**config.mk**
```make
export PLATFORM = sky130hd
export DESIGN_NAME = jpeg_dqt_table_extractor_top
export DESIGN_NICKNAME = d
export VERILOG_FILES = /design/src/jdqt_pkg.sv /design/src/jpeg_dqt_table_extractor_top.sv
export SDC_FILE = /design/constraint.sdc
export NUM_CORES = 1
export LEC_CHECK = 0
export BUFFER_PORTS_ARGS = -buffer_cell sky130_fd_sc_hd__buf_4
export CORE_AREA = 3 3 177 179
export CTS_CLUSTER_DIAMETER = 120
export DETAILED_ROUTE_END_ITERATION = 16
export DIE_AREA = 0 0 180 182
export PLACE_DENSITY_LB_ADDON = 0.1
export SYNTH_ARGS = -nofsm -noshare
export SYNTH_HDL_FRONTEND = slang
export SYNTH_SLANG_ARGS = --single-unit
```
**constraint.sdc**
```tcl
create_clock -name clk -period 6.05 [get_ports clk]
set_clock_uncertainty 0.05 [all_clocks]
set_input_delay 0.605 -clock clk [delete_from_list [all_inputs] [get_ports clk]]
set_output_delay 0.605 -clock clk [all_outputs]
set_load 0.01 [all_outputs]
```
**src/jdqt_pkg.sv**
```systemverilog
// Package for the JPEG quantization-table extractor.
// Holds the parse phase and table target codes, marker constants and the word types.
// No dependencies.
`default_nettype none

package jdqt_pkg;

	localparam logic [7:0] MARKER_PREFIX = 8'hFF;
	localparam logic [7:0] MARKER_SOI    = 8'hD8;
	localparam logic [7:0] MARKER_SOS    = 8'hDA;
	localparam logic [7:0] MARKER_RST0   = 8'hD0;
	localparam logic [7:0] MARKER_RST7   = 8'hD7;
	localparam logic [7:0] MARKER_DQT    = 8'hDB;
	localparam logic [7:0] ROUND_HALF    = 8'h80;
	localparam logic [3:0] NIBBLE_MASK   = 4'hF;
	localparam logic [7:0] ENTRIES_NARROW = 8'd64;
	localparam logic [7:0] ENTRIES_WIDE   = 8'd128;
	localparam int         MIN_FRAME      = 4;

	typedef enum logic [3:0] {
		PH_SOI0 = 4'd0,
		PH_SOI1 = 4'd1,
		PH_SCAN = 4'd2,
		PH_FILL = 4'd3,
		PH_LENH = 4'd4,
		PH_LENL = 4'd5,
		PH_SKIP = 4'd6,
		PH_QHDR = 4'd7,
		PH_Q8   = 4'd8,
		PH_Q16  = 4'd9,
		PH_DONE = 4'd10
	} phase_t;

	typedef enum logic [1:0] {
		TGT_LUMA   = 2'd0,
		TGT_CHROMA = 2'd1,
		TGT_NONE   = 2'd2
	} target_t;

	typedef struct packed {
		logic [7:0]  data_byte;
		logic [23:0] frame_length;
		logic        frame_end;
	} byte_word_t;

	typedef struct packed {
		logic       is_summary;
		logic       table_select;
		logic [5:0] entry_index;
		logic [7:0] entry_value;
		logic       luma_present;
		logic       chroma_present;
		logic       wide_source;
		logic       any_table;
		logic       run_last;
	} result_word_t;

endpackage

`default_nettype wire

```
**src/jpeg_dqt_table_extractor_top.sv**
```systemverilog
// Top level of the JPEG quantization-table extractor: marker parser and result queue.
// Uses jdqt_pkg for types, phase codes and marker constants.
//
//  channel | signals                              | word
//  --------+--------------------------------------+----------------------
//  bytes   | byte_valid, byte_stall, byte_word    | jdqt_pkg::byte_word_t
//  results | result_valid, result_stall, result_word | jdqt_pkg::result_word_t
//
// One frame byte is parsed per cycle while byte_stall is low; its results enter a
// four-word queue in the same edge. A byte makes zero, one or two results; the queue
// drains one word per cycle while result_stall is low; two are an entry plus a summary.
// byte_stall is high while the queue has fewer than two free words.
// Reset clears parse state, flags and the queue; frame_end also returns the parser to reset.
`default_nettype none

module jpeg_dqt_table_extractor_top #(
	parameter int POSITION_BITS = 24
) (
	input  wire logic                   clk,
	input  wire logic                   arst_n,
	input  wire logic                   byte_valid,
	output logic                        byte_stall,
	input  wire jdqt_pkg::byte_word_t   byte_word,
	output logic                        result_valid,
	input  wire logic                   result_stall,
	output jdqt_pkg::result_word_t      result_word
);

	localparam int CW = ((POSITION_BITS > 24) ? POSITION_BITS : 24) + 2;

	// parser state
	logic [POSITION_BITS-1:0] pos_q, pos_d;
	jdqt_pkg::phase_t         phase_q, phase_d;
	logic [7:0]               marker_q, marker_d;
	logic [7:0]               len_hi_q, len_hi_d;
	logic [15:0]              seg_left_q, seg_left_d;
	jdqt_pkg::target_t        target_q, target_d;
	logic [7:0]               entry_cnt_q, entry_cnt_d;
	logic [7:0]               wide_hi_q, wide_hi_d;
	logic                     luma_seen_q, luma_seen_d;
	logic                     chroma_seen_q, chroma_seen_d;
	logic                     wide_seen_q, wide_seen_d;

	// result queue
	jdqt_pkg::result_word_t   queue_q [4];
	logic [1:0]               wr_ptr_q, rd_ptr_q;
	logic [2:0]               count_q;

	logic                     byte_take, result_take;
	logic                     entry_hit;
	jdqt_pkg::result_word_t   entry_word, summary_word, first_word;
	logic [1:0]               push_cnt;

	logic [CW-1:0]  pos_x, len_x;
	logic [7:0]     b;
	logic [15:0]    seg_len;
	logic [15:0]    seg_dec;
	logic [3:0]     prec;
	logic [3:0]     tbl_id;
	logic [7:0]     need;
	logic [15:0]    wide_v;
	logic [16:0]    wide_sum;
	logic [7:0]     wide_v8;
	logic [7:0]     entry_val;
	logic [5:0]     entry_idx;
	logic [7:0]     cnt_inc;

	assign byte_stall  = (count_q > 3'd2);
	assign byte_take   = byte_valid && !byte_stall;
	assign result_valid = (count_q != 3'd0);
	assign result_take  = result_valid && !result_stall;
	assign result_word  = queue_q[rd_ptr_q];

	assign b        = byte_word.data_byte;
	assign pos_x    = CW'(pos_q);
	assign len_x    = CW'(byte_word.frame_length);
	assign seg_len  = {len_hi_q, b};
	assign seg_dec  = (seg_left_q != 16'd0) ? seg_left_q - 16'd1 : 16'd0;
	assign prec     = b[7:4];
	assign tbl_id   = b[3:0] & jdqt_pkg::NIBBLE_MASK;
	assign need     = (prec == 4'd0) ? jdqt_pkg::ENTRIES_NARROW : jdqt_pkg::ENTRIES_WIDE;
	assign wide_v   = {wide_hi_q, b};
	assign wide_sum = {1'b0, wide_v} + 17'({1'b0, jdqt_pkg::ROUND_HALF});
	assign wide_v8  = wide_sum[15:8];
	assign cnt_inc  = entry_cnt_q + 8'd1;

	always_comb begin
		pos_d         = pos_q;
		phase_d       = phase_q;
		marker_d      = marker_q;
		len_hi_d      = len_hi_q;
		seg_left_d    = seg_left_q;
		target_d      = target_q;
		entry_cnt_d   = entry_cnt_q;
		wide_hi_d     = wide_hi_q;
		luma_seen_d   = luma_seen_q;
		chroma_seen_d = chroma_seen_q;
		wide_seen_d   = wide_seen_q;
		entry_hit     = 1'b0;
		entry_val     = 8'd0;
		entry_idx     = 6'd0;

		if (pos_x < len_x) begin
			case (phase_q)
				jdqt_pkg::PH_SOI0: begin
					phase_d = (len_x < CW'(jdqt_pkg::MIN_FRAME) || b != jdqt_pkg::MARKER_PREFIX)
						? jdqt_pkg::PH_DONE : jdqt_pkg::PH_SOI1;
				end
				jdqt_pkg::PH_SOI1: begin
					phase_d = (b == jdqt_pkg::MARKER_SOI) ? jdqt_pkg::PH_SCAN : jdqt_pkg::PH_DONE;
				end
				jdqt_pkg::PH_SCAN: begin
					if (!(pos_x + CW'(3) < len_x))
						phase_d = jdqt_pkg::PH_DONE;
					else if (b == jdqt_pkg::MARKER_PREFIX)
						phase_d = jdqt_pkg::PH_FILL;
				end
				jdqt_pkg::PH_FILL: begin
					if (b == jdqt_pkg::MARKER_PREFIX) begin
						phase_d = jdqt_pkg::PH_FILL;
					end else if (b == jdqt_pkg::MARKER_SOS) begin
						phase_d = jdqt_pkg::PH_DONE;
					end else if (b inside {[jdqt_pkg::MARKER_RST0:jdqt_pkg::MARKER_RST7]}) begin
						phase_d = jdqt_pkg::PH_SCAN;
					end else begin
						marker_d = b;
						phase_d  = (pos_x + CW'(2) < len_x) ? jdqt_pkg::PH_LENH : jdqt_pkg::PH_DONE;
					end
				end
				jdqt_pkg::PH_LENH: begin
					len_hi_d = b;
					phase_d  = jdqt_pkg::PH_LENL;
				end
				jdqt_pkg::PH_LENL: begin
					if (seg_len < 16'd2 ||
					    pos_x + CW'(1) + CW'(seg_len - 16'd2) > len_x) begin
						phase_d = jdqt_pkg::PH_DONE;
					end else begin
						seg_left_d = seg_len - 16'd2;
						if (seg_len == 16'd2)
							phase_d = jdqt_pkg::PH_SCAN;
						else
							phase_d = (marker_q == jdqt_pkg::MARKER_DQT)
								? jdqt_pkg::PH_QHDR : jdqt_pkg::PH_SKIP;
					end
				end
				jdqt_pkg::PH_SKIP: begin
					seg_left_d = seg_dec;
					if (seg_dec == 16'd0)
						phase_d = jdqt_pkg::PH_SCAN;
				end
				jdqt_pkg::PH_QHDR: begin
					seg_left_d = seg_dec;
					if (16'(need) > seg_dec) begin
						// truncated table: drop the rest of the segment
						phase_d = (seg_dec != 16'd0) ? jdqt_pkg::PH_SKIP : jdqt_pkg::PH_SCAN;
					end else begin
						if (tbl_id == 4'd0) begin
							target_d    = jdqt_pkg::TGT_LUMA;
							luma_seen_d = 1'b1;
						end else if (tbl_id == 4'd1) begin
							target_d      = jdqt_pkg::TGT_CHROMA;
							chroma_seen_d = 1'b1;
						end else begin
							target_d = jdqt_pkg::TGT_NONE;
						end
						if (prec != 4'd0)
							wide_seen_d = 1'b1;
						entry_cnt_d = 8'd0;
						phase_d = (prec == 4'd0) ? jdqt_pkg::PH_Q8 : jdqt_pkg::PH_Q16;
					end
				end
				jdqt_pkg::PH_Q8: begin
					entry_hit   = (target_q != jdqt_pkg::TGT_NONE);
					entry_idx   = entry_cnt_q[5:0];
					entry_val   = (b == 8'd0) ? 8'd1 : b;
					entry_cnt_d = cnt_inc;
					seg_left_d  = seg_dec;
					if (cnt_inc >= jdqt_pkg::ENTRIES_NARROW)
						phase_d = (seg_dec != 16'd0) ? jdqt_pkg::PH_QHDR : jdqt_pkg::PH_SCAN;
				end
				jdqt_pkg::PH_Q16: begin
					if (!entry_cnt_q[0]) begin
						wide_hi_d = b;
					end else begin
						entry_hit = (target_q != jdqt_pkg::TGT_NONE);
						entry_idx = entry_cnt_q[6:1];
						entry_val = (wide_v == 16'd0 || wide_v8 == 8'd0) ? 8'd1 : wide_v8;
					end
					entry_cnt_d = cnt_inc;
					seg_left_d  = seg_dec;
					if (cnt_inc >= jdqt_pkg::ENTRIES_WIDE)
						phase_d = (seg_dec != 16'd0) ? jdqt_pkg::PH_QHDR : jdqt_pkg::PH_SCAN;
				end
				default: begin
					phase_d = jdqt_pkg::PH_DONE;
				end
			endcase
		end

		if (pos_q != {POSITION_BITS{1'b1}})
			pos_d = pos_q + POSITION_BITS'(1);

		// entry and summary words
		entry_word                = '0;
		entry_word.table_select   = target_q[0];
		entry_word.entry_index    = entry_idx;
		entry_word.entry_value    = entry_val;
		entry_word.run_last       = !byte_word.frame_end;

		summary_word                = '0;
		summary_word.is_summary     = 1'b1;
		summary_word.luma_present   = luma_seen_d;
		summary_word.chroma_present = chroma_seen_d;
		summary_word.wide_source    = wide_seen_d;
		summary_word.any_table      = luma_seen_d | chroma_seen_d;
		summary_word.run_last       = 1'b1;

		first_word = entry_hit ? entry_word : summary_word;
		push_cnt   = 2'(entry_hit) + 2'(byte_word.frame_end);

		if (byte_word.frame_end) begin
			pos_d         = '0;
			phase_d       = jdqt_pkg::PH_SOI0;
			marker_d      = 8'd0;
			len_hi_d      = 8'd0;
			seg_left_d    = 16'd0;
			target_d      = jdqt_pkg::TGT_NONE;
			entry_cnt_d   = 8'd0;
			wide_hi_d     = 8'd0;
			luma_seen_d   = 1'b0;
			chroma_seen_d = 1'b0;
			wide_seen_d   = 1'b0;
		end
	end

	always_ff @(posedge clk or negedge arst_n) begin
		if (!arst_n) begin
			pos_q         <= '0;
			phase_q       <= jdqt_pkg::PH_SOI0;
			marker_q      <= 8'd0;
			len_hi_q      <= 8'd0;
			seg_left_q    <= 16'd0;
			target_q      <= jdqt_pkg::TGT_NONE;
			entry_cnt_q   <= 8'd0;
			wide_hi_q     <= 8'd0;
			luma_seen_q   <= 1'b0;
			chroma_seen_q <= 1'b0;
			wide_seen_q   <= 1'b0;
		end else if (byte_take) begin
			pos_q         <= pos_d;
			phase_q       <= phase_d;
			marker_q      <= marker_d;
			len_hi_q      <= len_hi_d;
			seg_left_q    <= seg_left_d;
			target_q      <= target_d;
			entry_cnt_q   <= entry_cnt_d;
			wide_hi_q     <= wide_hi_d;
			luma_seen_q   <= luma_seen_d;
			chroma_seen_q <= chroma_seen_d;
			wide_seen_q   <= wide_seen_d;
		end
	end

	// queue storage: up to two words written per byte
	always_ff @(posedge clk) begin
		if (byte_take && push_cnt != 2'd0)
			queue_q[wr_ptr_q] <= first_word;
		if (byte_take && push_cnt == 2'd2)
			queue_q[wr_ptr_q + 2'd1] <= summary_word;
	end

	always_ff @(posedge clk or negedge arst_n) begin
		if (!arst_n) begin
			wr_ptr_q <= 2'd0;
			rd_ptr_q <= 2'd0;
			count_q  <= 3'd0;
		end else begin
			if (byte_take)
				wr_ptr_q <= wr_ptr_q + push_cnt;
			if (result_take)
				rd_ptr_q <= rd_ptr_q + 2'd1;
			count_q <= count_q + (byte_take ? 3'(push_cnt) : 3'd0) - 3'(result_take);
		end
	end

	// queue never overfills
	assert property (@(posedge clk) disable iff (!arst_n) count_q <= 3'd4)
		else $error("result queue overflow");

	// occupancy tracks pushes and pops
	assert property (@(posedge clk) disable iff (!arst_n)
		1'b1 |=> count_q == $past(count_q) + ($past(byte_take) ? 3'($past(push_cnt)) : 3'd0)
			- 3'($past(result_take)))
		else $error("queue count mismatch");

	// frame end puts the parser back to its start
	assert property (@(posedge clk) disable iff (!arst_n)
		byte_take && byte_word.frame_end |=>
			phase_q == jdqt_pkg::PH_SOI0 && pos_q == '0 && !luma_seen_q && !wide_seen_q)
		else $error("parser not reset after frame end");

	// a byte with frame end always queues a summary after its entry
	assert property (@(posedge clk) disable iff (!arst_n)
		byte_take && byte_word.frame_end |-> push_cnt == 2'(entry_hit) + 2'd1)
		else $error("summary missing");

	// in the narrow table phase the entry counter stays below 64
	assert property (@(posedge clk) disable iff (!arst_n)
		phase_q == jdqt_pkg::PH_Q8 |-> entry_cnt_q < jdqt_pkg::ENTRIES_NARROW)
		else $error("narrow table counter overrun");

endmodule

`default_nettype wire

```
Word level (Yosys, flattened, before mapping) --
Memories as Yosys holds them, arrays and structs flattened. Cells that the tools add are included.
Operators by class: $add $sub $neg 16, $mul 0, divide/modulo/power cells 0, order comparisons 12, equality and inequality tests 30, shift-type cells 0, multiplexer cells 85, bitwise operators 1, reductions and logical operators 41
Operators with widths (number):
- $mux W8 | 21
- $mux W16 | 4
- $mux W4 | 15
- $add A24 B2 Y25 const B | 2
- $lt A25 B24 Y1 | 2
- $mux W24 | 2
- $pmux W4 S10 | 1
- $eq A8 B8 Y1 const B | 4
- $logic_not A16 Y1 | 2
- $pmux W16 S2 | 1
- $pmux W8 S2 | 2
- $reduce_bool A16 Y1 | 2
- $add A25 B26 Y26 | 1
- $gt A26 B24 Y1 | 1
- $add A24 B1 Y25 const B | 1
- $add A24 B1 Y24 const B | 1
- $lt A24 B24 Y1 | 1
- $lt A24 B3 Y1 const B | 1
- $mux W1 | 24
- $ne A24 B24 Y1 const B | 1
- $mux W21 | 1
- $sub A16 B2 Y17 const B | 1
- $add A16 B8 Y16 const B | 1
- $eq A16 B2 Y1 const B | 1
- other kinds (43) | 92
Word-level totals: register bits after elaboration 88, latch bits 0, RAM bits 84, memory bits (read-only) 0, input bits 37, word-level logic and storage cells 200, memories kept 1
Memory list:
- queue_q | depth 4, width 21, rd ports 1, clocked after memory_dff 0, wr ports 2, RTL line jpeg_dqt_table_extractor_top.sv:45 | jdqt_pkg::result_word_t queue_q [4];

Longest topological paths before layout --
Gate-level depths: netlist of run 1.
depth in word-level cells 9, depth in mapped cells 28, gate-level depth less buffers 25

Worst setup path after synthesis of run 1 --
No wires, ideal clock.
kind input -> register, start input port byte_word[31] (netlist bit), end register seg_left_q[3], library setup time 126 ps, arrival time 5881 ps, setup slack -7 ps, stages 27, cell sequence buf_6 or4_4 buf_6 or3_1 nor2_1 xor2_1 ha_1 buf_2 a211oi_2 nor2_1 a311o_1 o21a_1 nor3_1 o31ai_1 a31oi_1 xnor2_1 ha_1 nand4_1 nor2_1 a21boi_0 o31a_1 a2111oi_2 nand4_2 a21oi_4 o21bai_4 buf_12 a221o_1
On the way: cells in the longest elaborated chain, start to end 6, elaborated cells on any way between the ends 7, classes of those cells add/sub: 2; order compare: 2; eq/ne: 1; reduce/logical: 2
RTL lines:
- from (decl) | RTL line jpeg_dqt_table_extractor_top.sv:23 | input wire jdqt_pkg::byte_word_t byte_word,
- $sub A16 B2 Y17 | RTL line jpeg_dqt_table_extractor_top.sv:136 | pos_x + CW'(1) + CW'(seg_len - 16'd2) > len_x) begin
- $add A25 B26 Y26 | RTL line jpeg_dqt_table_extractor_top.sv:136
- $gt A26 B24 Y1 | RTL line jpeg_dqt_table_extractor_top.sv:136
- $logic_or A1 B1 Y1 (*) | RTL line jpeg_dqt_table_extractor_top.sv:135 | if (seg_len < 16'd2 ||
- $ne A3 B3 Y1 (no source line) (*)
- $reduce_and A4 Y1 (no source line) (*)
- to (signal assigned) | RTL line jpeg_dqt_table_extractor_top.sv:255 | seg_left_q <= seg_left_d;
- to (decl) | RTL line jpeg_dqt_table_extractor_top.sv:36 | logic [15:0] seg_left_q, seg_left_d;
Every way passes the cells marked *; elsewhere a longest branch is shown, timed or not. A chain may end at the register's enable or synchronous reset.

Final worst setup path of run 1 --
start input port byte_word[29] (netlist bit), end register seg_left_q[3]
Same word-level chain as after synthesis.

==> results of run 1 <==
power groups by stage:
| stage | Sequential [W] | Combinational (W) | Clock [W] |
|---|---|---|---|
| 2_1_floorplan | 0.00156 | 0.00172 | 0 |
| 3_3_place_gp | 0.00173 | 0.00224 | 0 |
| 3_5_place_dp | 0.00174 | 0.00227 | 0 |
| 4_1_cts | 0.00172 | 0.00228 | 0.00115 |
| 5_1_grt | 0.00176 | 0.00261 | 0.00120 |
| 6_report | 0.00173 | 0.00235 | 0.00113 |
Yosys cell counts, drive strengths merged, types with 6 or more instances:
cell type,instances,area (µm²)
dfxtp,68,1360
or4,6,48.8
o21a,9,68.8
nor2b,8,50.1
buf,18,118
a31oi,8,50.1
a21oi,81,417
nand2b,18,113
nand4,24,156
and3,18,113
a22oi,37,278
xor2,60,526
and2,7,43.8
a22o,45,394
nor2,168,633
or3,12,80.1
o31ai,6,45.0
xnor2,56,490
dfrtp,87,2180
a211oi,16,125
o21ai,116,581
nor4,19,119
mux2,12,165
nand3,54,270
nand2,177,664
inv,66,248
ha,138,1730
mux4,21,473
nor3,42,220
a21o,7,52.6
clkbuf,60,226
edfxtp,16,480
final timing paths:
check	cells past startpoint	slack (ns)	endpoint	from
setup / recovery	25	0.31	seg_left_q[3]	byte_word[29]
hold / removal	1	0.07	wide_hi_q[3]	arst_n
setup reg to reg	23	0.40	seg_left_q[3]	len_hi_q[4]
hold reg to reg	2	0.40	queue_q[0][20]	queue_q[0][20]
max in group asynchronous	2	4.73	pos_q[8]	arst_n
min in group clk	2	0.40	queue_q[0][20]	queue_q[0][20]
kinds of logic (layout without fill, tap and decap cells):
group / after synthesis / count (layout) / share of synthesized area (%)
AO/OA/AOI/OAI: 386 / 387 / 19.3
XOR/XNOR: 116 / 116 / 7.60
adder cells (fa/ha/maj): 140 / 140 / 13.2
buffers and inverters: 144 / 269 / 4.43
flip-flops: 172 / 172 / 30.3
multiplexers: 37 / 37 / 5.07
AND/OR/NAND/NOR: 573 / 573 / 20.1
layout make-up:
class	count	area (µm²)	area share (%)
well taps	390	488	3.14
clock inverters	14	148	0.951
clock buffers	18	439	2.83
inverters	66	248	1.60
repair buffers	171	1280	8.27
multi-input cells	1253	8870	57.2
flip-flops and latches	172	4050	26.1
metal layers:
layer	GRT usage (%)	part of all wire [%]	up-vias
li1	-	-	5928
met1	31.2	44	5885
met2	41.6	50	344
met3	3.63	4.4	52
met4	6.59	2.1	0
met5	0	0	-
layout by cell type (no fill, tap or decap), drive strengths merged, types with 6 or more instances in the layout:
| cell type | netlist | routed |
|---|---|---|
| or3 | 12 | 12 |
| nand2 | 177 | 177 |
| o31ai | 6 | 6 |
| o21ai | 116 | 116 |
| mux2 | 12 | 12 |
| clkbuf | 60 | 18 |
| dfrtp | 87 | 87 |
| nor2 | 168 | 168 |
| nand2b | 18 | 18 |
| inv | 66 | 74 |
| nand4 | 24 | 24 |
| dfxtp | 68 | 68 |
| a21oi | 81 | 81 |
| o21a | 9 | 9 |
| or4 | 6 | 6 |
| a22o | 45 | 45 |
| a211oi | 16 | 16 |
| nor4 | 19 | 19 |
| and2 | 7 | 7 |
| buf | 18 | 171 |
| edfxtp | 16 | 16 |
| xor2 | 60 | 60 |
| a22oi | 37 | 37 |
| xnor2 | 56 | 56 |
| o21bai | 5 | 6 |
| mux4 | 21 | 21 |
| and3 | 18 | 18 |
| a31oi | 8 | 8 |
| nor3 | 42 | 42 |
| ha | 138 | 138 |
| nor2b | 8 | 8 |
| nand3 | 54 | 54 |
| clkinv | 0 | 6 |
| a21o | 7 | 7 |
through the flow:
step	instances	setup TNS, ns
after floorplan	1568	0
after global placement	2046	-4.95
after detailed placement	2046	-7.24
after CTS	2078	0
after global routing	2084	-0.000778
final	2084	0
registers in the layout, indices dropped and copies added (netlist names), 3 cells and up:
signal and cells:
len_hi_q 8, phase_q 4, wide_hi_q 8, queue_q 84
count_q 3, marker_q 8, seg_left_q 16, pos_q 24
entry_cnt_q 8
critical path, stage by stage:
cell and delay, ns:
sky130_fd_sc_hd__buf_4 0.11, sky130_fd_sc_hd__or4_4 0.58, sky130_fd_sc_hd__or3_4 0.40, sky130_fd_sc_hd__nor4_4 0.34, sky130_fd_sc_hd__xor2_2 0.14, sky130_fd_sc_hd__ha_2 0.23, sky130_fd_sc_hd__buf_4 0.14, sky130_fd_sc_hd__a211oi_2 0.16
sky130_fd_sc_hd__nor2_1 0.07, sky130_fd_sc_hd__a311o_1 0.33, sky130_fd_sc_hd__o21a_1 0.22, sky130_fd_sc_hd__nor3_2 0.14, sky130_fd_sc_hd__o31ai_2 0.10, sky130_fd_sc_hd__a31oi_1 0.20, sky130_fd_sc_hd__xnor2_1 0.10, sky130_fd_sc_hd__ha_1 0.31
sky130_fd_sc_hd__nand4_1 0.12, sky130_fd_sc_hd__nor2_2 0.05, sky130_fd_sc_hd__a21boi_0 0.11, sky130_fd_sc_hd__o31a_1 0.27, sky130_fd_sc_hd__a2111oi_4 0.23, sky130_fd_sc_hd__nand4_2 0.22, sky130_fd_sc_hd__a21oi_4 0.28, sky130_fd_sc_hd__o21bai_4 0.18
sky130_fd_sc_hd__a221o_1 0.39
repair_timing:
action / in CTS / in global routing
gates resized for setup: 0 / 24
setup buffers: 0 / 5
endpoints found under the setup margin: 0 / 19
==> run_summary.xml, run 1 <==
<?xml version="1.0" encoding="UTF-8"?>
<metrics>
  <group name="die">
    <metric name="core.rowCount" unit="">63</metric>
    <metric name="die_h" unit="µm">182</metric>
    <metric name="starting_utilization_of_the_core_area" unit="%">45.0</metric>
    <metric name="floorplan.io_pins" unit="">60</metric>
    <metric name="die-width" unit="µm">180</metric>
    <metric name="dieArea" unit="µm²">32800</metric>
    <metric name="core_region_area" unit="µm²">29700</metric>
  </group>
  <group name="finish">
    <metric name="diodes" unit="">0</metric>
    <metric name="number_of_filler_instances_in_the_final_layout" unit="">2850</metric>
    <metric name="syn_to_final_growth" unit="%">16.2</metric>
    <metric name="post_route_cells_drive_above_1_share" unit="%">16.5</metric>
    <metric name="design.final.nets" unit="">1858</metric>
    <metric name="postLayoutCellArea" unit="µm²">15500</metric>
    <metric name="final_util" unit="%">52.2</metric>
  </group>
  <group name="route">
    <metric name="drc_marker_count_from_the_first_detailed_route_iteration" unit="">1037</metric>
    <metric name="detailroute.via_count" unit="">12200</metric>
    <metric name="remaining_drc_errors" unit="">0</metric>
    <metric name="postRouteWirelength" unit="mm">40.0</metric>
    <metric name="detail_route.first_pass.iterations" unit="">5</metric>
    <metric name="post_drt_via_cell_ratio" unit="">5.86</metric>
    <metric name="avgRoutedWirePerCell" unit="µm">19.2</metric>
    <metric name="drt.antenna.violating_nets" unit="">0</metric>
  </group>
  <group name="synthesis">
    <metric name="synthesis.yosys.warnings" unit="">0</metric>
    <metric name="yosysSeqAreaShare" unit="%">30.3</metric>
    <metric name="ys_dominant_reg_cell" unit="">sky130_fd_sc_hd__dfrtp_1</metric>
    <metric name="synth-edff-count" unit="">16</metric>
    <metric name="synth.avg_cell_area" unit="µm²">8.52</metric>
    <metric name="postSynthCellCount" unit="">1568</metric>
    <metric name="ys_types" unit="">92</metric>
    <metric name="synth-seq-cells" unit="">172</metric>
    <metric name="mappedNetlistNets" unit="">1745</metric>
    <metric name="netlist_area" unit="µm²">13400</metric>
    <metric name="synth-async-reset-ratio" unit="%">51.2</metric>
  </group>
  <group name="cts">
    <metric name="clock_tree_root_buffer_cell" unit="">sky130_fd_sc_hd__clkbuf_16</metric>
    <metric name="worst_setup_hold_path_clk_slew" unit="ns">0.08</metric>
    <metric name="cts_tree" unit="">yes</metric>
    <metric name="h-tree-depth" unit="">4</metric>
    <metric name="cts.sink_count" unit="">172</metric>
    <metric name="insertion_delay" unit="ns">0.46</metric>
    <metric name="cts.hold.buffers_added" unit="">0</metric>
    <metric name="cts_buffers" unit="">17</metric>
    <metric name="maximum_buffer_depth_of_the_clock_tree" unit="">2</metric>
  </group>
  <group name="global_route">
    <metric name="grt_first_pass_wirelength" unit="mm">63.7</metric>
    <metric name="pin_count_of_the_biggest_net_entering_global_routing" unit="">56</metric>
    <metric name="overflow" unit="">0</metric>
    <metric name="vias_in_the_first_global_route" unit="">11700</metric>
    <metric name="antenna_found_initial" unit="">0</metric>
    <metric name="grtUsageTotal" unit="%">24.0</metric>
  </group>
  <group name="pwr">
    <metric name="total_leakage_power" unit="nW">6.98</metric>
    <metric name="totalPowerFinal" unit="W">0.00521</metric>
    <metric name="seq_power_share" unit="%">33.2</metric>
    <metric name="p_int" unit="W">0.00301</metric>
    <metric name="switching_portion_of_total_power" unit="%">42.3</metric>
    <metric name="p_sw" unit="W">0.00220</metric>
    <metric name="powerDensity" unit="nW/µm²">336</metric>
    <metric name="max-vdd-ir-drop" unit="mV">0.230</metric>
    <metric name="clock_power_share" unit="%">21.7</metric>
    <metric name="share_comb_of_total_power" unit="%">45.1</metric>
  </group>
  <group name="sta">
    <metric name="final_max_slew_viol_count" unit="">0</metric>
    <metric name="final.min_clock_period" unit="ns">5.74</metric>
    <metric name="relSlewSlack" unit="%">24.6</metric>
    <metric name="tightest_slew" unit="ns">1.13</metric>
    <metric name="fmax" unit="MHz">174</metric>
    <metric name="worst_slack" unit="ns">0.311</metric>
    <metric name="setup_violations" unit="">0</metric>
    <metric name="count_of_final_hold_check_violations" unit="">0</metric>
    <metric name="min_period_over_period" unit="%">94.9</metric>
    <metric name="min_hold_slack" unit="ns">0.0698</metric>
  </group>
  <group name="flow_run">
    <metric name="cap_viol_max_count" unit="">0</metric>
  </group>
  <group name="worst_setup_path">
    <metric name="setup.worst_path.class" unit="">input port to register</metric>
    <metric name="cp_max_fo" unit="">7</metric>
    <metric name="critPathRequiredTime" unit="ns">6.35</metric>
    <metric name="timing.critical_path.arrival" unit="ns">6.04</metric>
    <metric name="critPathCaptureType" unit="">register</metric>
    <metric name="start_kind" unit="">input port</metric>
  </group>
  <group name="placement">
    <metric name="total_of_buffers_placed_on_input_and_output_ports" unit="">59</metric>
    <metric name="placement.cell_area" unit="µm²">14800</metric>
    <metric name="placement.setup.worst_slack" unit="ns">-0.468</metric>
    <metric name="hpwlAfterDp" unit="mm">30.4</metric>
    <metric name="gp_congestion" unit="">0.922</metric>
  </group>
  <group name="status">
    <metric name="status" unit="">completed</metric>
  </group>
  <group name="min_path">
    <metric name="worstHoldPathType" unit="">input port to async pin</metric>
  </group>
</metrics>
Power figures use the tool's default switching activity.
==> inputs of run 2 (changes only) <==
--- a/config.mk
+++ b/config.mk
@@ -5,9 +5,10 @@
 export SDC_FILE = /design/constraint.sdc
 export NUM_CORES = 1
 export LEC_CHECK = 0
-export BUFFER_PORTS_ARGS = -buffer_cell sky130_fd_sc_hd__buf_4
+export BUFFER_PORTS_ARGS = -buffer_cell sky130_fd_sc_hd__buf_2
 export CORE_AREA = 3 3 177 179
 export CTS_CLUSTER_DIAMETER = 120
+export CTS_CLUSTER_SIZE = 12
 export DETAILED_ROUTE_END_ITERATION = 16
 export DIE_AREA = 0 0 180 182
 export PLACE_DENSITY_LB_ADDON = 0.1
==> run 2 against run 1 <==
Net effect: combinational power fell by 2%; die area did not move; power fell by 0.24%; highest routed layer is now met5; critical path type unchanged; cell count fell by 0.58%.
==> run_summary.xml, run 2 (synthesis gave the netlist of run 1 again) <==
<?xml version="1.0" encoding="UTF-8"?>
<metrics>
  <group name="worst_setup_path">
    <metric name="setup.reg_to_reg.worst_slack" unit="ns">0.37</metric>
    <metric name="series_of_cell_instances_along_the_critical_path" unit="">buf_2 -&gt; or4_4 -&gt; or3_4 -&gt; nor3_2 -&gt; xor2_1 -&gt; ha_1 -&gt; a21oi_1 -&gt; o21ai_0 -&gt; a311o_1 -&gt; o21a_1 -&gt; nor3_2 -&gt; o31ai_2 -&gt; a31oi_1 -&gt; xnor2_1 -&gt; ha_1 -&gt; nand4_1 -&gt; nor2_1 -&gt; a21boi_0 -&gt; o31a_1 -&gt; a2111oi_4 -&gt; nand4_2 -&gt; a21oi_4 -&gt; o21bai_4 -&gt; a221o_1</metric>
    <metric name="setup.worst_path.class" unit="">input port to register</metric>
    <metric name="reg2reg_to" unit="">seg_left_q[3]</metric>
    <metric name="critPathCaptureType" unit="">register</metric>
    <metric name="start_kind" unit="">input port</metric>
    <metric name="r2r-start" unit="">len_hi_q[3]</metric>
    <metric name="timing.critical_path.buf_inv" unit="">1</metric>
    <metric name="crit_path_top_delay_cell" unit="">sky130_fd_sc_hd__or4_4</metric>
    <metric name="rr_worst_depth" unit="">23</metric>
    <metric name="cp_max_fo" unit="">7</metric>
    <metric name="worst_path_dominant_cell_family" unit="">compound AO/OA/AOI/OAI gates</metric>
    <metric name="timing.critical_path.arrival" unit="ns">6.14</metric>
    <metric name="worst_path_largest_cell_delay" unit="ns">0.59</metric>
    <metric name="critPathRequiredTime" unit="ns">6.34</metric>
  </group>
  <group name="finish">
    <metric name="post_route_cells_drive_above_1_share" unit="%">15.6</metric>
    <metric name="syn_to_final_growth" unit="%">14.5</metric>
    <metric name="registers.top_by_ff_count" unit="">queue_q</metric>
    <metric name="design.final.nets" unit="">1846</metric>
    <metric name="layout_commonest_cell" unit="">sky130_fd_sc_hd__nand2_1</metric>
    <metric name="diodes" unit="">0</metric>
    <metric name="final_cell_mix" unit="">sky130_fd_sc_hd__nand2_1 (177), sky130_fd_sc_hd__nor2_1 (166), sky130_fd_sc_hd__ha_1 (138), sky130_fd_sc_hd__o21ai_0 (113), sky130_fd_sc_hd__buf_4 (101)</metric>
    <metric name="top_regs" unit="">queue_q: 84 flops, pos_q: 24 flops, seg_left_q: 16 flops</metric>
    <metric name="largest_register_ff_count" unit="">84</metric>
  </group>
  <group name="sta">
    <metric name="count_of_final_hold_check_violations" unit="">0</metric>
    <metric name="final_max_slew_viol_count" unit="">0</metric>
    <metric name="fmax" unit="MHz">171</metric>
    <metric name="min_hold_slack" unit="ns">0.0637</metric>
    <metric name="final.min_clock_period" unit="ns">5.85</metric>
    <metric name="relSlewSlack" unit="%">25.9</metric>
    <metric name="setup_violations" unit="">0</metric>
    <metric name="tightest_slew" unit="ns">1.11</metric>
    <metric name="min_period_over_period" unit="%">96.7</metric>
  </group>
  <group name="die">
    <metric name="core_region_area" unit="µm²">29700</metric>
    <metric name="die-width" unit="µm">180</metric>
    <metric name="floorplan.io_pins" unit="">60</metric>
    <metric name="die_h" unit="µm">182</metric>
    <metric name="starting_utilization_of_the_core_area" unit="%">45.0</metric>
    <metric name="dieArea" unit="µm²">32800</metric>
    <metric name="core.rowCount" unit="">63</metric>
  </group>
  <group name="placement">
    <metric name="gp_congestion" unit="">0.910</metric>
    <metric name="total_of_buffers_placed_on_input_and_output_ports" unit="">59</metric>
    <metric name="hpwlAfterDp" unit="mm">30.1</metric>
  </group>
  <group name="cts">
    <metric name="cts.hold.buffers_added" unit="">0</metric>
    <metric name="insertion_delay" unit="ns">0.45</metric>
    <metric name="maximum_buffer_depth_of_the_clock_tree" unit="">2</metric>
    <metric name="cts_tree" unit="">yes</metric>
    <metric name="h-tree-depth" unit="">4</metric>
    <metric name="worst_setup_hold_path_clk_slew" unit="ns">0.07</metric>
    <metric name="cts.sink_count" unit="">172</metric>
    <metric name="cts_buffers" unit="">17</metric>
    <metric name="clock_tree_root_buffer_cell" unit="">sky130_fd_sc_hd__clkbuf_16</metric>
  </group>
  <group name="route">
    <metric name="drc_marker_count_from_the_first_detailed_route_iteration" unit="">942</metric>
    <metric name="remaining_drc_errors" unit="">0</metric>
    <metric name="detailroute.via_count" unit="">12100</metric>
    <metric name="avgRoutedWirePerCell" unit="µm">19.1</metric>
    <metric name="drt.antenna.violating_nets" unit="">0</metric>
    <metric name="post_drt_via_cell_ratio" unit="">5.85</metric>
    <metric name="detail_route.first_pass.iterations" unit="">5</metric>
    <metric name="postRouteWirelength" unit="mm">39.5</metric>
  </group>
  <group name="min_path">
    <metric name="worstHoldPathType" unit="">input port to async pin</metric>
  </group>
  <group name="global_route">
    <metric name="antenna_found_initial" unit="">1</metric>
    <metric name="grtUsageTotal" unit="%">24.1</metric>
    <metric name="pin_count_of_the_biggest_net_entering_global_routing" unit="">56</metric>
    <metric name="vias_in_the_first_global_route" unit="">11900</metric>
    <metric name="grt_first_pass_wirelength" unit="mm">64.0</metric>
    <metric name="overflow" unit="">0</metric>
  </group>
  <group name="status">
    <metric name="status" unit="">completed</metric>
  </group>
  <group name="pwr">
    <metric name="max-vdd-ir-drop" unit="mV">0.206</metric>
    <metric name="totalPowerFinal" unit="W">0.00520</metric>
    <metric name="powerDensity" unit="nW/µm²">340</metric>
    <metric name="total_leakage_power" unit="nW">6.91</metric>
  </group>
  <group name="flow_run">
    <metric name="cap_viol_max_count" unit="">0</metric>
  </group>
</metrics>
run 2: cell count changes in the layout (fill, tap and decap cells not counted), sizes merged:
cell and change:
buf -12, clkbuf +3, clkinv -3
run 2: how the worst max path moves through the flow:
| stage | from | to | cells after the start |
|---|---|---|---|
| 6_report | byte_word[29] | seg_left_q[3] | 24 |
| 5_1_grt | byte_word[29] | seg_left_q[3] | 25 |
| 4_1_cts | byte_word[29] | seg_left_q[3] | 23 |
| 3_5_place_dp | byte_word[29] | seg_left_q[3] | 23 |
| 3_3_place_gp | byte_word[29] | seg_left_q[3] | 23 |
| 2_1_floorplan | byte_word[31] | seg_left_q[3] | 26 |
run 2: metal layers:
layer	global-route usage, %	vias up	wire [µm]
li1	-	5901	-
met1	31.4	5814	17600
met2	40.3	325	18900
met3	3.91	74	1740
met4	8.94	2	1260
met5	0	-	11
run 2: layout make-up:
| class | instances | area, µm² |
|---|---|---|
| fillers | 2778 | 14400 |
| multi-input cells | 1253 | 8860 |
| flip-flops and latches | 172 | 4050 |
| repair buffers | 159 | 1050 |
| clock buffers | 21 | 503 |
| well taps | 390 | 488 |
| inverters | 66 | 248 |
| clock inverters | 11 | 109 |
run 2: repair_timing:
item	4_1_cts	5_1_grt
endpoints found under the setup margin	0	19
buffers inserted	0	4
resized for setup	0	19
run 2: stage by stage:
step	instances	TNS (ns)	area, µm²	util, %	setup WS (ns)
2_1_floorplan	1568	0	13400	-	0.00541
3_3_place_gp	2035	-4.96	14500	49.0	-0.341
3_5_place_dp	2035	-7.01	14500	49.0	-0.453
4_1_cts	2067	0	15200	51.0	0.0245
5_1_grt	2072	-0.0359	15300	51.5	-0.0307
6_report	2072	0	15300	51.5	0.199
run 2: worst reg2reg max path, delay by kind of cell, from the launching register on:
family	cells	cell delay, ns
AOI/OAI and AO/OA	9	2.20
xor gates and xnor gates	2	0.32
adders and majority gates	2	0.66
DFF	1	0.38
and+or+nand+nor	10	1.98
run 2: power breakdown:
part / switching, W / internal (W)
sequential: 0.000334 / 0.00139
combinational: 0.00129 / 0.00102
clock: 0.000551 / 0.000617
